`src/hw/rtl/ntpw_pkg.sv`:
```
// Shared constants, types and helpers for the nearest-two probe weights unit.
package ntpw_pkg;

   localparam int MaxProbes  = 256;
   localparam int CoordBits  = 24;
   localparam int IdxBits    = $clog2(MaxProbes);
   localparam int CntBits    = 9;
   localparam int DiffBits   = CoordBits + 1;
   localparam int SqBits     = 2 * DiffBits;
   localparam int DistSqBits = SqBits + 2;
   localparam int RootBits   = DistSqBits / 2;
   localparam int DistBits   = RootBits + 1;
   localparam int WeightBits = 16;
   localparam int PosWidth   = 3 * CoordBits;

   // scan pipe: ram read plus three datapath stages
   localparam int PipeLat  = 4;

   // divider widths
   localparam int NumBits  = DistBits + 16;
   localparam int DenBits  = DistBits + 1;
   localparam int StepBits = $clog2(NumBits + 1);

   localparam logic [WeightBits-1:0] WeightOne = 16'h8000;

   localparam logic OpLoad  = 1'b0;
   localparam logic OpQuery = 1'b1;

   localparam logic CsrProbeCount = 1'b0;
   localparam logic CsrSecondOn   = 1'b1;

   typedef enum logic [5:0] {
      ST_IDLE  = 6'b000001,
      ST_SCAN  = 6'b000010,
      ST_ROOT0 = 6'b000100,
      ST_ROOT1 = 6'b001000,
      ST_DIV   = 6'b010000,
      ST_DONE  = 6'b100000
   } state_type;

   typedef struct packed {
      logic                   rd_en;
      logic [IdxBits-1:0]     rd_addr;
   } scan_rd_type;

endpackage

```
`src/hw/rtl/ntpw_dist.sv`:
```
// Squared-distance datapath: difference, square, sum, one stage per register.
module ntpw_dist
   import ntpw_pkg::*;
(
   input  logic                     clock,
   input  logic [PosWidth-1:0]      sample,
   input  logic [PosWidth-1:0]      center,
   output logic [DistSqBits-1:0]    dist_sq
);
   logic signed [DiffBits-1:0] dx_ff, dy_ff, dz_ff;
   logic [SqBits-1:0]          sx_ff, sy_ff, sz_ff;
   logic [DistSqBits-1:0]      sum_ff;

   function automatic logic signed [DiffBits-1:0] diff(
      input logic [CoordBits-1:0] a,
      input logic [CoordBits-1:0] b
   );
      diff = DiffBits'(signed'(a)) - DiffBits'(signed'(b));
   endfunction

   function automatic logic [SqBits-1:0] sq(input logic signed [DiffBits-1:0] d);
      logic [DiffBits-1:0] m;
      m  = d[DiffBits-1] ? DiffBits'(-d) : DiffBits'(d);
      sq = SqBits'(m) * SqBits'(m);
   endfunction

   always_ff @(posedge clock) begin
      dx_ff  <= diff(sample[0 +: CoordBits], center[0 +: CoordBits]);
      dy_ff  <= diff(sample[CoordBits +: CoordBits], center[CoordBits +: CoordBits]);
      dz_ff  <= diff(sample[2*CoordBits +: CoordBits], center[2*CoordBits +: CoordBits]);
      sx_ff  <= sq(dx_ff);
      sy_ff  <= sq(dy_ff);
      sz_ff  <= sq(dz_ff);
      sum_ff <= DistSqBits'(sx_ff) + DistSqBits'(sy_ff) + DistSqBits'(sz_ff);
   end

   assign dist_sq = sum_ff;
endmodule

```
`config.mk`:
```
export PLATFORM = sky130hd
export DESIGN_NAME = ntpw_dist
export DESIGN_NICKNAME = d
export VERILOG_FILES = /design/src/hw/rtl/ntpw_pkg.sv /design/src/hw/rtl/ntpw_dist.sv
export SDC_FILE = /design/constraint.sdc
export NUM_CORES = 2
export LEC_CHECK = 0
export BUFFER_PORTS_ARGS = -buffer_cell sky130_fd_sc_hd__clkbuf_2
export CAP_MARGIN = 20
export CORE_UTILIZATION = 50
export CTS_CLUSTER_SIZE = 14
export DETAILED_ROUTE_END_ITERATION = 16
export HOLD_SLACK_MARGIN = 0.03
export PLACE_DENSITY = 0.66
export SYNTH_ARGS = -nofsm -noshare
export SYNTH_HDL_FRONTEND = slang
export SYNTH_SLANG_ARGS = --single-unit
export TNS_END_PERCENT = 50
```
`constraint.sdc`:
```
create_clock -name clock -period 18.3 [get_ports clock]
set_input_delay 3.66 -clock clock [delete_from_list [all_inputs] [get_ports clock]]
set_output_delay 3.66 -clock clock [all_outputs]
set_load 0.03 [all_outputs]
```
==> flow_summary.json <==
{
  "cp.arrival_ns": 10.78,
  "cts_hold_buf": 0,
  "drcViolationCount": 0,
  "grt_pass1_vias": 52155,
  "die_h_um": 365,
  "hold_class": "flop to flop",
  "min_from": "dy_ff[0]",
  "final_nets": 9708,
  "htree_levels": 1,
  "synth_edf_count": 0,
  "r2r_cells": 35,
  "hold_viol_final": 0,
  "cp_common_cell": "fa_1",
  "criticalPathCategory": "flop to flop",
  "post_cts_buffers": 0,
  "drtPass1Iterations": 6,
  "netlist_area_um2": 65800,
  "drtIter0Drc": 3443,
  "grt_pass1_wl_um": 278000,
  "netlist_instances": 7242,
  "max_freq_ghz": 0.0978,
  "gp_congestion": 0.950,
  "port_buffers": 196,
  "synth_most_common_cell": "inv_1",
  "clk_path_buf_depth": 3,
  "ys_types": 86,
  "vias": 48247,
  "clkTransAtPathRegs_ns": 0.07,
  "clk_latency_ns": 0.64,
  "worst-path-max-fanout": 22,
  "ant_nets": 0,
  "async_reset_ff_frac": 0,
  "core_area_um2": 130000,
  "wire_per_inst_um": 18.8,
  "period_share": 0.559,
  "finalSetupViolCount": 0,
  "clock_sinks": 274,
  "cts_buffers": 31,
  "relSlewSlack": 0.255,
  "yosysTopAreaCell": "fa_1",
  "cpPeakStageDelay_ns": 0.70,
  "worstMarginPinSlew_ns": 1.12,
  "num_rows": 132,
  "synthFlopType": "dfxtp_1",
  "synthTopCellsByCount": "2086 x inv_1, 1458 x fa_1, 660 x ha_1, 622 x nand2_1, 515 x nor2_1",
  "min_path_cells": 0,
  "reg2reg_from": "dx_ff[0]",
  "cts_resized": 0,
  "yosys_warnings": 0,
  "rsz0062_at_grt": "no",
  "whs_ns": 0.485,
  "synth.area.top_cells": "fa_1 44%, ha_1 13%, inv_1 12%, dfxtp_1 8.3%, nand2_1 3.5%",
  "r2r_slack_ns": 8.07,
  "ios": 197,
  "crit_start": "dx_ff[0]",
  "synth_top_area_frac": 0.443,
  "crit_slowest_cell": "clkinv_1",
  "grtUsageTotal": 0.271,
  "min_period_ns": 10.23,
  "synth_seq_cells": 274,
  "skew_ns": 0.0425,
  "cts_root_buf": "clkbuf_16",
  "cts_tree": "built",
  "dpl.hpwl_um": 147000,
  "max-cap-violations": 0,
  "end_kind": "flop",
  "seq_area_frac_synth": 0.0833,
  "syn_to_final_growth_pct": 6.90,
  "drive_gt1_frac": 0.0528,
  "die_x_um": 365,
  "die_area_um2": 133000,
  "holdPathEnd": "sy_ff[0]",
  "wirelength_um": 173000,
  "antenna_found_initial": 8,
  "status": "finished clean",
  "slew_violations": 0,
  "via_per_inst": 5.24,
  "grt_max_degree": 27,
  "reg2reg_to": "sx_ff[49]",
  "tns_ns": 0,
  "overflow": 0,
  "required_ns": 18.85,
  "startpoint_type": "flop",
  "initial_utilization": 0.506,
  "avgSynthCellArea_um2": 9.09
}
-- critical path: cells and delay by family, from the launching register on --
family,cells,cell delay [ns]
AOI/OAI and AO/OA,8,2.04
xor gates and xnor gates,2,0.29
adders and majority gates,9,4.04
buffers and inverters,10,1.80
DFF,1,0.30
and+or+nand+nor,6,1.61
-- registers in the layout, summed over array words and instances (netlist names) --
signal,count
sz_ff,49
dz_ff,25
dy_ff,25
sy_ff,49
dist_sq,52
sx_ff,49
dx_ff,25
-- worst max-delay path by stage --
stage	endpoint
2_1_floorplan	sy_ff[47]
6_report	sx_ff[49]
3_5_place_dp	sy_ff[42]
3_3_place_gp	sy_ff[47]
4_1_cts	sy_ff[42]
5_1_grt	sz_ff[49]
-- cell type report --
type | instances | area, um^2
clock buffers | 35 | 821
repair buffers | 276 | 1580
inverters | 2105 | 7900
flip-flops and latches | 274 | 5490
well taps | 1742 | 2180
fillers | 12124 | 59800
multi-input cells | 4757 | 52100
diodes | 5 | 12.5
clock inverters | 21 | 267
-- layer usage --
layer / vias to the layer above / track usage / wire (um)
met5: - / 0 / 0
met1: 24371 / 0.354 / 70900
met4: 0 / 0.0826 / 6390
met3: 365 / 0.0503 / 13400
li1: 21955 / - / -
met2: 1556 / 0.454 / 82300
-- stage by stage --
step	instance area, um^2	setup WS, ns	utilization	std cells
3_3_place_gp	69300	8.06	0.532	9153
5_1_grt	70400	7.58	0.541	9210
2_1_floorplan	66100	9.34	-	7297
4_1_cts	70400	7.71	0.541	9209
3_5_place_dp	69300	7.76	0.532	9153
6_report	70400	8.07	0.541	9215
-- kinds of logic after synthesis --
| family | synth area share |
|---|---|
| AOI/OAI and AO/OA | 0.0760 |
| xor gates and xnor gates | 0.0455 |
| adders and majority gates | 0.569 |
| buffers and inverters | 0.129 |
| DFF | 0.0833 |
| muxes | 0.000627 |
| other | 0.000114 |
| and+or+nand+nor | 0.0965 |
-- placed cells by master, fill, tap and decap left out, types with 38 or more instances in the layout --
| master | count |
|---|---|
| o21a_1 | 38 |
| nand2_1 | 622 |
| nand3_1 | 62 |
| o21ai_0 | 135 |
| buf_4 | 80 |
| a21o_1 | 129 |
| clkbuf_2 | 196 |
| inv_1 | 2086 |
| dfxtp_1 | 274 |
| ha_1 | 660 |
| a21oi_1 | 220 |
| xnor2_1 | 207 |
| nor2b_1 | 40 |
| nor2_1 | 515 |
| xor2_1 | 116 |
| o21bai_1 | 43 |
| fa_1 | 1458 |
| nor3_1 | 43 |
| conb_1 | 57 |
Power is not shown: default switching activity piles up to over one toggle a cycle in this logic, so the estimate is an artifact.
