===== config.mk =====
export PLATFORM = sky130hd
export DESIGN_NAME = ntpw_ram
export DESIGN_NICKNAME = d
export VERILOG_FILES = /design/src/hw/rtl/ntpw_ram.sv
export SDC_FILE = /design/constraint.sdc
export NUM_CORES = 1
export LEC_CHECK = 0
export BUFFER_PORTS_ARGS = -buffer_cell sky130_fd_sc_hd__clkbuf_2
export CORE_MARGIN = 5
export CORE_UTILIZATION = 44
export DETAILED_ROUTE_END_ITERATION = 10
export PLACE_DENSITY = 0.7
export SLEW_MARGIN = 40
export SYNTH_ARGS = -nofsm -noshare
export SYNTH_HDL_FRONTEND = slang
export SYNTH_SLANG_ARGS = --single-unit

===== constraint.sdc =====
create_clock -name clock -period 2.7 [get_ports clock]
set_input_delay 0.675 -clock clock [delete_from_list [all_inputs] [get_ports clock]]
set_output_delay 0.675 -clock clock [all_outputs]
set_load 0.1 [all_outputs]

===== src/hw/rtl/ntpw_ram.sv =====
// Generic single-port-write, registered-read RAM.
module ntpw_ram #(
   parameter int Width = 8,
   parameter int Depth = 16
) (
   input  logic                     clock,
   input  logic                     wr_en,
   input  logic [$clog2(Depth)-1:0] wr_addr,
   input  logic [Width-1:0]         wr_data,
   input  logic                     rd_en,
   input  logic [$clog2(Depth)-1:0] rd_addr,
   output logic [Width-1:0]         rd_data
);
   logic [Width-1:0] mem_ff [Depth];
   logic [Width-1:0] rd_data_ff;

   always_ff @(posedge clock) begin
      if (wr_en) begin
         mem_ff[wr_addr] <= wr_data;
      end
      if (rd_en) begin
         rd_data_ff <= mem_ff[rd_addr];
      end
   end

   assign rd_data = rd_data_ff;
endmodule


==> results of run 1 <==
## flip-flops by register name, summed over array words and instances (netlist names)
signal / cells
mem_ff: 128
rd_data: 8
## worst paths after layout
| kind | end | slack (ns) | cells after the start |
|---|---|---|---|
| setup / recovery | rd_data[6] | 0.71 | 1 |
| hold / removal | mem_ff[3][6] | 0.66 | 1 |
| setup reg to reg | rd_data[3] | 1.17 | 3 |
| hold reg to reg | rd_data[2] | 0.76 | 3 |
## per-stage QoR
step                instances  utilization (%)  total power [W]  hold WS (ns)
finish                    444             53.7          0.00470         0.658
CTS                       444             53.7          0.00472         0.658
detailed placement        413             49.2          0.00273         0.749
global route              444             53.7          0.00485         0.692
global placement          413             49.2          0.00272         0.723
floorplan                 229                -          0.00263         0.705
## synth_stat cells
master             n  area share [%]
edfxtp_1         136              78
nand2b_1           2            0.24
buf_2              3            0.29
nand3b_1           2            0.29
a22oi_1           16             2.3
mux4_2            18             7.8
and2b_1            1            0.14
nor3_1             4            0.38
buf_6              3            0.65
mux4_1            14             7.0
and2_1             1            0.12
clkdlybuf4s25_2    3            0.57
nor2b_1            1            0.12
buf_4              1            0.14
nand2_1            9            0.65
nand3_1            1           0.096
or3b_2             1            0.17
nor2_1            13            0.93
## power by group
group	internal, W	switching [W]	total [W]
Combinational	0.0000957	0.000198	0.000294
Clock	0.00123	0.000771	0.00201
Sequential	0.00238	0.0000147	0.00240
## area by class of cell
type	instances	area, sq um
fillers	875	5330
flip-flops and latches	136	4080
multi-input cells	83	1060
clock buffers	19	433
repair buffers	51	343
well taps	143	179
clock inverters	12	86.3
## cells by family (layout without fill, tap and decap cells)
group	after synthesis	in the layout	synth area share (%)
AO/OA/AOI/OAI	16	16	2.30
buffers and inverters	10	82	1.65
flip-flops	136	136	78.1
multiplexers	32	32	14.8
AND/OR/NAND/NOR	35	35	3.14
## layer usage
| metal | track usage (%) | up-vias |
|---|---|---|
| li1 | - | 1103 |
| met1 | 21.7 | 1356 |
| met2 | 24.8 | 99 |
| met3 | 4.83 | 14 |
| met4 | 6.66 | 0 |
| met5 | 0 | - |
## layout by cell type (no fill, tap or decap), drive strengths merged
| master | count |
|---|---|
| clkinvlp | 2 |
| bufinv | 1 |
| nor2 | 13 |
| nor2b | 1 |
| edfxtp | 136 |
| clkinv | 9 |
| mux4 | 32 |
| and2 | 1 |
| nand2 | 9 |
| and2b | 1 |
| nand2b | 2 |
| clkbuf | 45 |
| or3b | 1 |
| buf | 25 |
| a22oi | 16 |
| nand3 | 1 |
| nor3 | 4 |
| nand3b | 2 |
==> impl_metrics.csv, run 1 <==
group,metric,value,unit
cts,cts_tree,"yes",
critical_path,path_delay_family,"buffers and inverters",
cts,ctsHoldBuffers,0,
cts,clk_latency,0.41,ns
timing,fmax,0.503,GHz
global_route,grt_antenna_before_repair,0,
critical_path,crit_path_max_incr_delay,0.49,ns
detailed_routing,wl_met2,5240,um
global_route,grt_start_max_net_pins,33,
critical_path,cp-startpoint,"rd_data[6]",
timing,tns,0,ns
cts,cts-root-buf,"clkbuf_16",
timing,slew_violations,0,
timing,period_needed,1.99,ns
placement,place_congestion,0.783,
yosys,yosysSeqAreaShare,78.1,%
global_route,track_usage,16.1,%
detailed_routing,wl_per_cell,24.0,um
cts,cts_sinks,136,
detailed_routing,ant_nets,0,
timing,worst_pin_slew,0.555,ns
critical_path,worst_setup_path_end_kind,"output port",
yosys,ys_warn_count,0,
power,leakage,2.11,nW
placement,dp_slack,0.405,ns
timing,final.setup.worst_slack,0.712,ns
global_route,grt_pass1_vias,2627,
yosys,ys_types,18,
timing,setup_viol,0,
critical_path,timing.rr.start,"mem_ff[1][3]",
placement,placed_area,0.00566,sq mm
timing,finalHoldViolCount,0,
critical_path,crit_path_start_kind,"flip-flop",
cts,clock_path_buffers,2,
min_path,min_from,"wr_data[6]",
placement,dpl.hpwl,6740,um
critical_path,cp.buffers_inverters,1,
detailed_routing,drt-total-wl,10700,um
finish,nNetsFinal,308,
global_route,grt_pass1_wl,16100,um
finish,fin_area,0.00618,sq mm
die,core_area,0.0115,sq mm
timing,max_slew_margin,63.2,%
timing,period_share,73.6,%
yosys,ys_seq_elements,136,
die,die_y,119,um
die,io_pins,27,
power,p_per_area,760,mW/mm^2
cts,cts_resized,0,
yosys,syn-num-nets,248,
die,num_rows,39,
finish,drive_gt1_share,31.9,%
cts,htreeDepth,4,
critical_path,critPathSlowestCell,"clkbuf_2",
critical_path,required,2.03,ns
detailed_routing,initialDrtViolationCount,323,
yosys,syn-mean-instance-area,22.8,sq um
die,die_w,119,um
timing,rsz0062_at_grt,"false",
detailed_routing,vias_per_cell,5.79,
timing,fin_worst_skew,0.00941,ns
finish,n_antenna_cell,0,
critical_path,worstSetupPathType,"flip-flop to output port",
die,dieArea,0.0142,sq mm
min_path,hp-class,"primary input to flip-flop",
power,irDropWorstVdd,0.000398,V
detailed_routing,wl_met3,781,um
detailed_routing,route.vias.total,2572,
status,status,"completed",
cts,post-cts-setup-buffers,0,
finish,area_growth,18.3,%
placement,port_buffers,26,
yosys,syn_inst,229,
run,cap_violations,0,
cts,clkTransAtPathRegs,0.05,ns
detailed_routing,top_layer_used,"met4",
critical_path,crit_arrival,1.31,ns
die,start_util,45.4,%
cts,cts_buffers,17,
critical_path,worstPathCellList,"clkbuf_2",
yosys,netlist_area,0.00523,sq mm
critical_path,crit_fanout,1,
detailed_routing,drc,0,
detailed_routing,firstDrtPassIters,5,
detailed_routing,wl_met1,4450,um
global_route,gr-total-overflow,0,
Power figures use the tool's default switching activity.
==> inputs of run 2 (changes only) <==
- PLACE_DENSITY: 0.7 -> 0.72
- clock period: 2.7 -> 1.7 ns (I/O delays scaled with it)
==> run 2 against run 1 <==
Wire length shrank 8.6%. Clock power grew 87%. Register-to-register slack worse by 0.97 ns. Sequential cell count is the same. Power increased by 71%. Largest cell class unchanged.
==> impl_metrics.csv, run 2 (synthesis gave the netlist of run 1 again) <==
group,metric,value,unit
critical_path,cp.buffers_inverters,1,
status,status,"completed",
cts,clk_latency,0.41,ns
global_route,grt_start_max_net_pins,26,
timing,setup_viol,0,
cts,cts_sinks,136,
power,p_seq_share,47.3,%
timing,max_slew_margin,46.1,%
finish,final_cell_mix,"edfxtp_1 (136), buf_4 (25), clkbuf_2 (24)",
timing,slew_violations,0,
die,die_y,119,um
timing,worst_pin_slew,0.807,ns
timing,fmax,0.603,GHz
global_route,grt_antenna_before_repair,0,
detailed_routing,ant_nets,0,
global_route,track_usage,14.6,%
detailed_routing,vias_per_cell,5.54,
critical_path,worst_setup_path_end_kind,"output port",
finish,largest_reg_flops,128,
timing,period_needed,1.66,ns
cts,htreeDepth,4,
critical_path,crit_fanout,1,
critical_path,worstPathCellList,"clkbuf_2",
timing,tns,0,ns
global_route,gr-total-overflow,0,
placement,dpl.hpwl,6200,um
detailed_routing,firstDrtPassIters,5,
cts,post-cts-setup-buffers,0,
power,intPower,0.00628,W
power,leakage,2.17,nW
timing,final.setup.worst_slack,0.0425,ns
die,dieArea,0.0142,sq mm
cts,clkTransAtPathRegs,0.06,ns
timing,period_share,97.5,%
placement,port_buffers,26,
critical_path,critPathSlowestCell,"clkbuf_2",
power,switchingPower,0.00175,W
critical_path,worstSetupPathType,"flip-flop to output port",
critical_path,crit_arrival,1.23,ns
die,core_area,0.0115,sq mm
timing,rsz0062_at_grt,"false",
critical_path,crit_path_max_incr_delay,0.47,ns
critical_path,crit_path_start_kind,"flip-flop",
detailed_routing,drc,0,
finish,final_common_cell,"edfxtp_1",
die,io_pins,27,
placement,place_congestion,0.720,
global_route,grt_pass1_wl,15200,um
cts,clock_path_buffers,2,
finish,top_register,"mem_ff",
cts,cts_tree,"yes",
placement,dp_slack,-0.303,ns
timing,fin_worst_skew,0.00801,ns
power,clkPwrFrac,46.7,%
timing,finalHoldViolCount,0,
cts,cts-root-buf,"clkbuf_16",
detailed_routing,route.vias.total,2487,
min_path,hp-class,"primary input to flip-flop",
critical_path,path_delay_family,"buffers and inverters",
power,switching_share,21.8,%
power,p_per_area,1270,mW/mm^2
detailed_routing,drt-total-wl,9750,um
die,num_rows,39,
finish,drive_gt1_share,35.0,%
cts,ctsHoldBuffers,0,
finish,area_growth,21.3,%
finish,n_antenna_cell,0,
die,start_util,45.4,%
detailed_routing,initialDrtViolationCount,228,
cts,cts_buffers,17,
power,irDropWorstVdd,0.000633,V
critical_path,required,1.27,ns
die,die_w,119,um
run,cap_violations,0,
power,combPwrFrac,6.0,%
finish,fill_cells,863,
finish,nNetsFinal,312,
detailed_routing,wl_per_cell,21.7,um
global_route,grt_pass1_vias,2542,
-- run 2: routing by layer --
layer  vias to the layer above  GRT usage [%]  routed length (um)
met5                         -              0                   0
met4                         0           3.91                  75
met3                        10           3.89                 534
met2                        76           22.5                4700
met1                      1297           21.0                4450
li1                       1104              -                   -
-- run 2: path summary, 6_finish.rpt --
kind,from,to,slack (ns),depth (start not counted)
max,rd_data[5],rd_data[5],0.04,1
min,wr_data[6],mem_ff[11][6],0.44,1
max reg2reg,mem_ff[10][7],rd_data[7],0.20,3
min reg2reg,mem_ff[14][3],rd_data[3],0.75,3
-- run 2: cell type report --
type                       count  area [sq um]  share of cell area, %
clock buffer                  17           425                   6.71
clock inverter                15           189                   2.98
timing repair buffer          55           400                   6.32
sequential                   136          4080                   64.4
multi-input combinational     83          1060                   16.8
tap                          143           179                   2.82
-- run 2: timing repair --
| item | 4_1_cts | 5_1_grt |
|---|---|---|
| gates resized for setup | 1 | 1 |
| endpoints found under the hold margin | 0 | 0 |
| endpoints found under the setup margin | 1 | 1 |
-- run 2: stage by stage --
stage	area, sq um	utilization, %	cells	power (W)	hold WS (ns)
floorplan	5240	-	229	0.00418	0.524
global placement	5720	49.7	417	0.00435	0.724
detailed placement	5720	49.7	417	0.00436	0.729
CTS	6340	55.1	449	0.00808	0.441
global route	6340	55.1	449	0.00828	0.462
finish	6340	55.1	449	0.00804	0.436
-- run 2: power by group through the flow --
stage	clock, W	combinational, W	sequential [W]
global placement	0	0.000480	0.00387
floorplan	0	0.000193	0.00398
CTS	0.00379	0.000493	0.00380
global route	0.00396	0.000519	0.00380
detailed placement	0	0.000490	0.00387
finish	0.00375	0.000485	0.00380
