--- src/hw/rtl/ntpw_pkg.sv ---
// Shared constants, types and helpers for the nearest-two probe weights unit.
package ntpw_pkg;

   localparam int MaxProbes  = 256;
   localparam int CoordBits  = 24;
   localparam int IdxBits    = $clog2(MaxProbes);
   localparam int CntBits    = 9;
   localparam int DiffBits   = CoordBits + 1;
   localparam int SqBits     = 2 * DiffBits;
   localparam int DistSqBits = SqBits + 2;
   localparam int RootBits   = DistSqBits / 2;
   localparam int DistBits   = RootBits + 1;
   localparam int WeightBits = 16;
   localparam int PosWidth   = 3 * CoordBits;

   // scan pipe: ram read plus three datapath stages
   localparam int PipeLat  = 4;

   // divider widths
   localparam int NumBits  = DistBits + 16;
   localparam int DenBits  = DistBits + 1;
   localparam int StepBits = $clog2(NumBits + 1);

   localparam logic [WeightBits-1:0] WeightOne = 16'h8000;

   localparam logic OpLoad  = 1'b0;
   localparam logic OpQuery = 1'b1;

   localparam logic CsrProbeCount = 1'b0;
   localparam logic CsrSecondOn   = 1'b1;

   typedef enum logic [5:0] {
      ST_IDLE  = 6'b000001,
      ST_SCAN  = 6'b000010,
      ST_ROOT0 = 6'b000100,
      ST_ROOT1 = 6'b001000,
      ST_DIV   = 6'b010000,
      ST_DONE  = 6'b100000
   } state_type;

   typedef struct packed {
      logic                   rd_en;
      logic [IdxBits-1:0]     rd_addr;
   } scan_rd_type;

endpackage

--- src/hw/rtl/ntpw_math.sv ---
// Iterative square root (rounded, clamped) and rounded divider for weights.
module ntpw_math
   import ntpw_pkg::*;
(
   input  logic                  clock,
   input  logic                  reset,
   input  logic                  root_start,
   input  logic [DistSqBits-1:0] root_arg,
   output logic                  root_done,
   output logic [DistBits-1:0]   root_val,
   input  logic                  div_start,
   input  logic [DistBits-1:0]   d0,
   input  logic [DistBits-1:0]   d1,
   output logic                  div_done,
   output logic [WeightBits-1:0] quot
);
   // square root, one result bit per cycle
   logic [DistSqBits-1:0] rem_ff, rem_in, arg_ff;
   logic [RootBits-1:0]   root_ff, root_in;
   logic [StepBits-1:0]   rcnt_ff, rcnt_in;
   logic                  rbusy_ff, rbusy_in, rdone_ff, rdone_in;
   logic [DistSqBits-1:0] trial;
   logic [DistSqBits-1:0] rem_sh;
   logic [DistSqBits+1:0] sq_chk;

   always_comb begin
      rem_in   = rem_ff;
      root_in  = root_ff;
      rcnt_in  = rcnt_ff;
      rbusy_in = rbusy_ff;
      rdone_in = 1'b0;
      rem_sh   = {rem_ff[DistSqBits-3:0], arg_ff[DistSqBits-1 -: 2]};
      trial    = DistSqBits'({root_ff, 2'b01});
      if (root_start) begin
         rem_in   = '0;
         root_in  = '0;
         rcnt_in  = StepBits'(RootBits);
         rbusy_in = 1'b1;
      end else if (rbusy_ff) begin
         if (rem_sh >= trial) begin
            rem_in  = rem_sh - trial;
            root_in = {root_ff[RootBits-2:0], 1'b1};
         end else begin
            rem_in  = rem_sh;
            root_in = {root_ff[RootBits-2:0], 1'b0};
         end
         rcnt_in = rcnt_ff - 1'b1;
         if (rcnt_ff == StepBits'(1)) begin
            rbusy_in = 1'b0;
            rdone_in = 1'b1;
         end
      end
   end

   always_ff @(posedge clock) begin
      if (reset) begin
         rbusy_ff <= 1'b0;
         rdone_ff <= 1'b0;
      end else begin
         rbusy_ff <= rbusy_in;
         rdone_ff <= rdone_in;
      end
      rem_ff  <= rem_in;
      root_ff <= root_in;
      rcnt_ff <= rcnt_in;
      if (root_start) begin
         arg_ff <= root_arg;
      end else if (rbusy_ff) begin
         arg_ff <= {arg_ff[DistSqBits-3:0], 2'b00};
      end
   end

   // remainder above root rounds up; clamp zero to one LSB
   always_comb begin
      sq_chk = (DistSqBits+2)'(rem_ff);
      if (sq_chk > (DistSqBits+2)'(root_ff)) begin
         root_val = DistBits'(root_ff) + 1'b1;
      end else if (root_ff == '0) begin
         root_val = DistBits'(1);
      end else begin
         root_val = DistBits'(root_ff);
      end
   end
   assign root_done = rdone_ff;

   // restoring division of (d1*32768 + sum/2) by sum
   logic [NumBits-1:0]  num_ff, num_in;
   logic [DenBits-1:0]  den_ff, den_in;
   logic [DenBits:0]    prem_ff, prem_in;
   logic [NumBits-1:0]  q_ff, q_in;
   logic [StepBits-1:0] dcnt_ff, dcnt_in;
   logic                dbusy_ff, dbusy_in, ddone_ff, ddone_in;
   logic [DenBits-1:0]  sum;
   logic [DenBits:0]    psh;

   always_comb begin
      num_in   = num_ff;
      den_in   = den_ff;
      prem_in  = prem_ff;
      q_in     = q_ff;
      dcnt_in  = dcnt_ff;
      dbusy_in = dbusy_ff;
      ddone_in = 1'b0;
      sum      = DenBits'(d0) + DenBits'(d1);
      psh      = {prem_ff[DenBits-1:0], num_ff[NumBits-1]};
      if (div_start) begin
         num_in   = {d1, 15'd0} + NumBits'(sum >> 1);
         den_in   = sum;
         prem_in  = '0;
         q_in     = '0;
         dcnt_in  = StepBits'(NumBits);
         dbusy_in = 1'b1;
      end else if (dbusy_ff) begin
         num_in = {num_ff[NumBits-2:0], 1'b0};
         if (psh >= {1'b0, den_ff}) begin
            prem_in = psh - {1'b0, den_ff};
            q_in    = {q_ff[NumBits-2:0], 1'b1};
         end else begin
            prem_in = psh;
            q_in    = {q_ff[NumBits-2:0], 1'b0};
         end
         dcnt_in = dcnt_ff - 1'b1;
         if (dcnt_ff == StepBits'(1)) begin
            dbusy_in = 1'b0;
            ddone_in = 1'b1;
         end
      end
   end

   always_ff @(posedge clock) begin
      if (reset) begin
         dbusy_ff <= 1'b0;
         ddone_ff <= 1'b0;
      end else begin
         dbusy_ff <= dbusy_in;
         ddone_ff <= ddone_in;
      end
      num_ff  <= num_in;
      den_ff  <= den_in;
      prem_ff <= prem_in;
      q_ff    <= q_in;
      dcnt_ff <= dcnt_in;
   end

   assign quot     = q_ff[WeightBits-1:0];
   assign div_done = ddone_ff;

   assert property (@(posedge clock) disable iff (reset) root_done |-> !rbusy_ff)
      else $error("root done while still iterating");
   assert property (@(posedge clock) disable iff (reset) div_done |-> !dbusy_ff)
      else $error("divide done while still iterating");
   assert property (@(posedge clock) disable iff (reset) div_done |-> q_ff <= NumBits'(WeightOne))
      else $error("weight above one");
endmodule
--- config.mk ---
export PLATFORM = sky130hd
export DESIGN_NAME = ntpw_math
export DESIGN_NICKNAME = d
export VERILOG_FILES = /design/src/hw/rtl/ntpw_pkg.sv /design/src/hw/rtl/ntpw_math.sv
export SDC_FILE = /design/constraint.sdc
export NUM_CORES = 1
export LEC_CHECK = 0
export BUFFER_PORTS_ARGS = -buffer_cell sky130_fd_sc_hd__buf_4
export CORE_ASPECT_RATIO = 0.7
export CORE_MARGIN = 3
export CORE_UTILIZATION = 60
export DETAILED_ROUTE_END_ITERATION = 6
export PLACE_DENSITY = 0.86
export SLEW_MARGIN = 20
export SYNTH_ARGS = -nofsm -noshare
export SYNTH_HDL_FRONTEND = slang
export SYNTH_SLANG_ARGS = --single-unit
--- constraint.sdc ---
create_clock -name clock -period 6.75 [get_ports clock]
set_input_delay 0.675 -clock clock [delete_from_list [all_inputs] [get_ports clock]]
set_output_delay 0.675 -clock clock [all_outputs]
set_load 0.02 [all_outputs]
==> run summary <==
status -> finished, final reports clean
post-layout util -> 69.6%
met3 usage -> 7.67%
IR Drop Worst-Case VDD -> 0.000236 V
R2R depth -> 12
Internal -> 3350 uW
GR Overflow Total -> 0
TritonCTS sink count -> 261
worst-path fanout max -> 8
switching share of power -> 34.4%
RSZ-0062 raised after global routing -> no
CP Launch Type -> input pin
Worst-path clk slew -> 0.06 ns
setup TNS -> 0 ns
max cap viols -> 0
diode count -> 0
sequential area share after synthesis -> 38.6%
# DRC -> 0
Seq. cell area -> 6460 um2
first-pass GRT wire length -> 70.1 mm
CTS H-tree lvls -> 1
fin crit share -> 74.8%
GPL Wtd Cong -> 0.945
Worst-Margin Slew -> 1.08 ns
yosys warns -> 0
Initial Util -> 61.8%
hold wc startpoint -> reset
P_leak -> 0.00773 uW
Post-Syn Nets -> 2037
crit end category -> flip-flop
Synth Cell Area -> 16700 um2
Area Overhead vs Synth -> 12.6%
postcts setup bufs -> 0
clock latency on the worst-skew pair -> 0.55 ns
hold_buf cts -> 0
TritonCTS clock tree -> built
Hold EP -> rbusy_ff
WS Path Type -> input pin to flip-flop
Routed Antenna Nets -> 0
fill count -> 1967
f_max -> 198 MHz
layer with the highest usage -> met1
number of global-route vias before repair -> 13425
Finished Layout Cells -> 2307
final setup fails -> 0
# rows -> 50
drt pass-1 iters -> 6
multi-input logic area -> 9580 um2
die area -> 30000 um2
CTS Buffer Depth -> 3
largest net degree at the start of global routing -> 85
crit path time final -> 5.05 ns
Worst Skew -> 0.0211 ns
Setup WS post-layout -> 1.70 ns
register share of total power -> 38.9%
Die H -> 146 um
Hold Crit Class -> input pin to flip-flop
Hold Path Cell Cnt -> 2
distinct cell type count after synthesis -> 88
PwrDens -> 270 nW/um2
asr flop ratio synth -> 0%
PostCTS Resize Cnt -> 0
initial DRC count -> 1369
Mean Syn Cell Area -> 9.19 um2
Die X -> 206 um
max-slew violations -> 0
Vias/cell -> 6.21
initial antenna violation count -> 0
share of cells above drive strength 1 -> 15.9%
WL per Instance -> 18.8 um
Post-synth EDFFs -> 123
Ports -> 155
total track usage -> 28.4%
RR Endpoint -> rem_ff[49]
Final Hold Violating Endpoints -> 0
nets -> 2139
CTS Root Cell -> clkbuf_16
Clock Power Share -> 27.4%
Critical Path RT -> 7.00 ns
Core ar. -> 27100 um2
Critical Path AT -> 5.30 ns
Post-synth top flop -> dfxtp_1
Buffers on Ports -> 154
worst r2r src -> root_ff[23]
number of register bits inferred by synthesis -> 261
dpl cells -> 2261
Detailed Route WL -> 43.5 mm
via count -> 14326
TritonCTS Buffers -> 25
sw power -> 1750 uW
GRT met2 Usage -> 40.5%
reg2reg setup slack -> 2.99 ns
met1 usage -> 43.5%
worst relative slew slack -> 27.9%
Syn Inst Count -> 1822
pre-CTS setup slack -> 1.30 ns
combinational power share -> 33.7%
Post-DP HPWL -> 31.4 mm
==> cells by family after synthesis <==
group / synth area share, %
and+or+nand+nor: 17.6
AOI/OAI and AO/OA: 16.7
DFF: 38.6
buffers and inverters: 4.30
xor gates and xnor gates: 7.17
muxes: 7.66
adders and majority gates: 7.98
==> worst max path at each step <==
stage           startpoint     endpoint  slack, ns  depth (start not counted)
2_1_floorplan        d0[0]   num_ff[28]       1.60                         18
3_3_place_gp         d0[0]   num_ff[28]       1.45                         20
3_5_place_dp         d0[0]   num_ff[28]       1.30                         20
4_1_cts        root_ff[13]  root_val[2]       1.76                         12
5_1_grt              d0[0]   num_ff[28]       1.40                         20
6_report             d0[0]   num_ff[32]       1.70                         20
==> Yosys cell counts (7+ instances only) <==
| master | count | area [um2] |
|---|---|---|
| nor3_1 | 42 | 210 |
| nor3b_1 | 9 | 67.6 |
| ha_1 | 102 | 1280 |
| mux2_2 | 73 | 822 |
| nor2b_1 | 15 | 93.8 |
| and2_1 | 14 | 87.6 |
| and3_1 | 26 | 163 |
| a21oi_1 | 125 | 626 |
| o211ai_1 | 7 | 52.6 |
| xor2_1 | 35 | 307 |
| nand3_1 | 40 | 200 |
| inv_1 | 86 | 323 |
| buf_1 | 10 | 37.5 |
| nor4_1 | 16 | 100 |
| a31oi_1 | 7 | 43.8 |
| a211oi_1 | 49 | 368 |
| a21o_1 | 45 | 338 |
| xnor2_1 | 102 | 893 |
| or2_2 | 9 | 56.3 |
| nor2_1 | 225 | 845 |
| or3_1 | 12 | 75.1 |
| o21ai_0 | 55 | 275 |
| o21bai_1 | 11 | 82.6 |
| dfxtp_1 | 138 | 2760 |
| clkbuf_1 | 55 | 206 |
| o21a_1 | 17 | 128 |
| edfxtp_1 | 123 | 3690 |
| mux2i_1 | 46 | 460 |
| nand4_1 | 25 | 156 |
| buf_2 | 13 | 65.1 |
| o31ai_1 | 9 | 67.6 |
| nand2_1 | 128 | 480 |
| nand2b_1 | 17 | 106 |
| a311oi_1 | 26 | 228 |
==> through the flow <==
stage	hold WS [ns]	total power (uW)	area, um2
CTS	0.325	5070	18800
global placement	0.457	3600	18000
finish	0.343	5100	18800
detailed placement	0.461	3650	18000
floorplan	0.426	3240	16700
global route	0.336	5370	18800
==> layout make-up <==
type                            count  area share [%]
Clock buffer                       33            3.70
Clock inverter                     13           0.604
Inverter                           87            1.74
Multi-Input combinational cell   1388            50.8
Sequential cell                   261            34.3
Tap cell                          364            2.42
Timing Repair Buffer              161            6.41
==> flip-flops by register name (all words and copies together), names as in the netlist <==
| register | count |
|---|---|
| q_ff | 16 |
| dbusy_ff | 1 |
| root_ff | 26 |
| den_ff | 28 |
| rem_ff | 52 |
| arg_ff | 52 |
| div_done | 1 |
| prem_ff | 28 |
| rbusy_ff | 1 |
| root_done | 1 |
| dcnt_ff | 6 |
| rcnt_ff | 6 |
| num_ff | 43 |
==> per-layer routing <==
layer | wire, um | vias up
li1 | - | 6833
met1 | 19700 | 6679
met2 | 17800 | 750
met3 | 5340 | 64
met4 | 657 | 0
met5 | 0 | -
==> critical path, stage by stage <==
cell      delay [ns]
buf_4           0.11
ha_1            0.24
fa_1            0.44
a211oi_1        0.36
o21ai_0         0.20
nand4_1         0.10
o21ai_0         0.11
o41a_1          0.36
a41o_1          0.28
o41ai_1         0.34
xnor2_1         0.19
ha_1            0.31
and2_1          0.17
o21ai_0         0.30
o31ai_1         0.18
o41ai_1         0.33
buf_4           0.24
nor3b_1         0.07
xnor2_1         0.17
a21oi_1         0.13
==> cell usage in the layout (no fill, tap or decap), drive strengths merged, types with 33 or more instances in the layout <==
cell	n
nor3	44
a21o	45
clkbuf	33
xor2	35
nand3	41
ha	102
xnor2	102
nand2	128
edfxtp	123
mux2	73
a21oi	125
dfxtp	138
a211oi	49
o21ai	61
buf	161
mux2i	46
nor2	226
inv	88
==> power groups by stage <==
stage / combinational [uW] / sequential [uW] / clock, uW
2_1_floorplan: 1280 / 1960 / 0
3_3_place_gp: 1600 / 2000 / 0
3_5_place_dp: 1650 / 2010 / 0
4_1_cts: 1670 / 1980 / 1420
5_1_grt: 1880 / 2000 / 1490
6_report: 1720 / 1980 / 1400
Power figures use the tool's default switching activity.
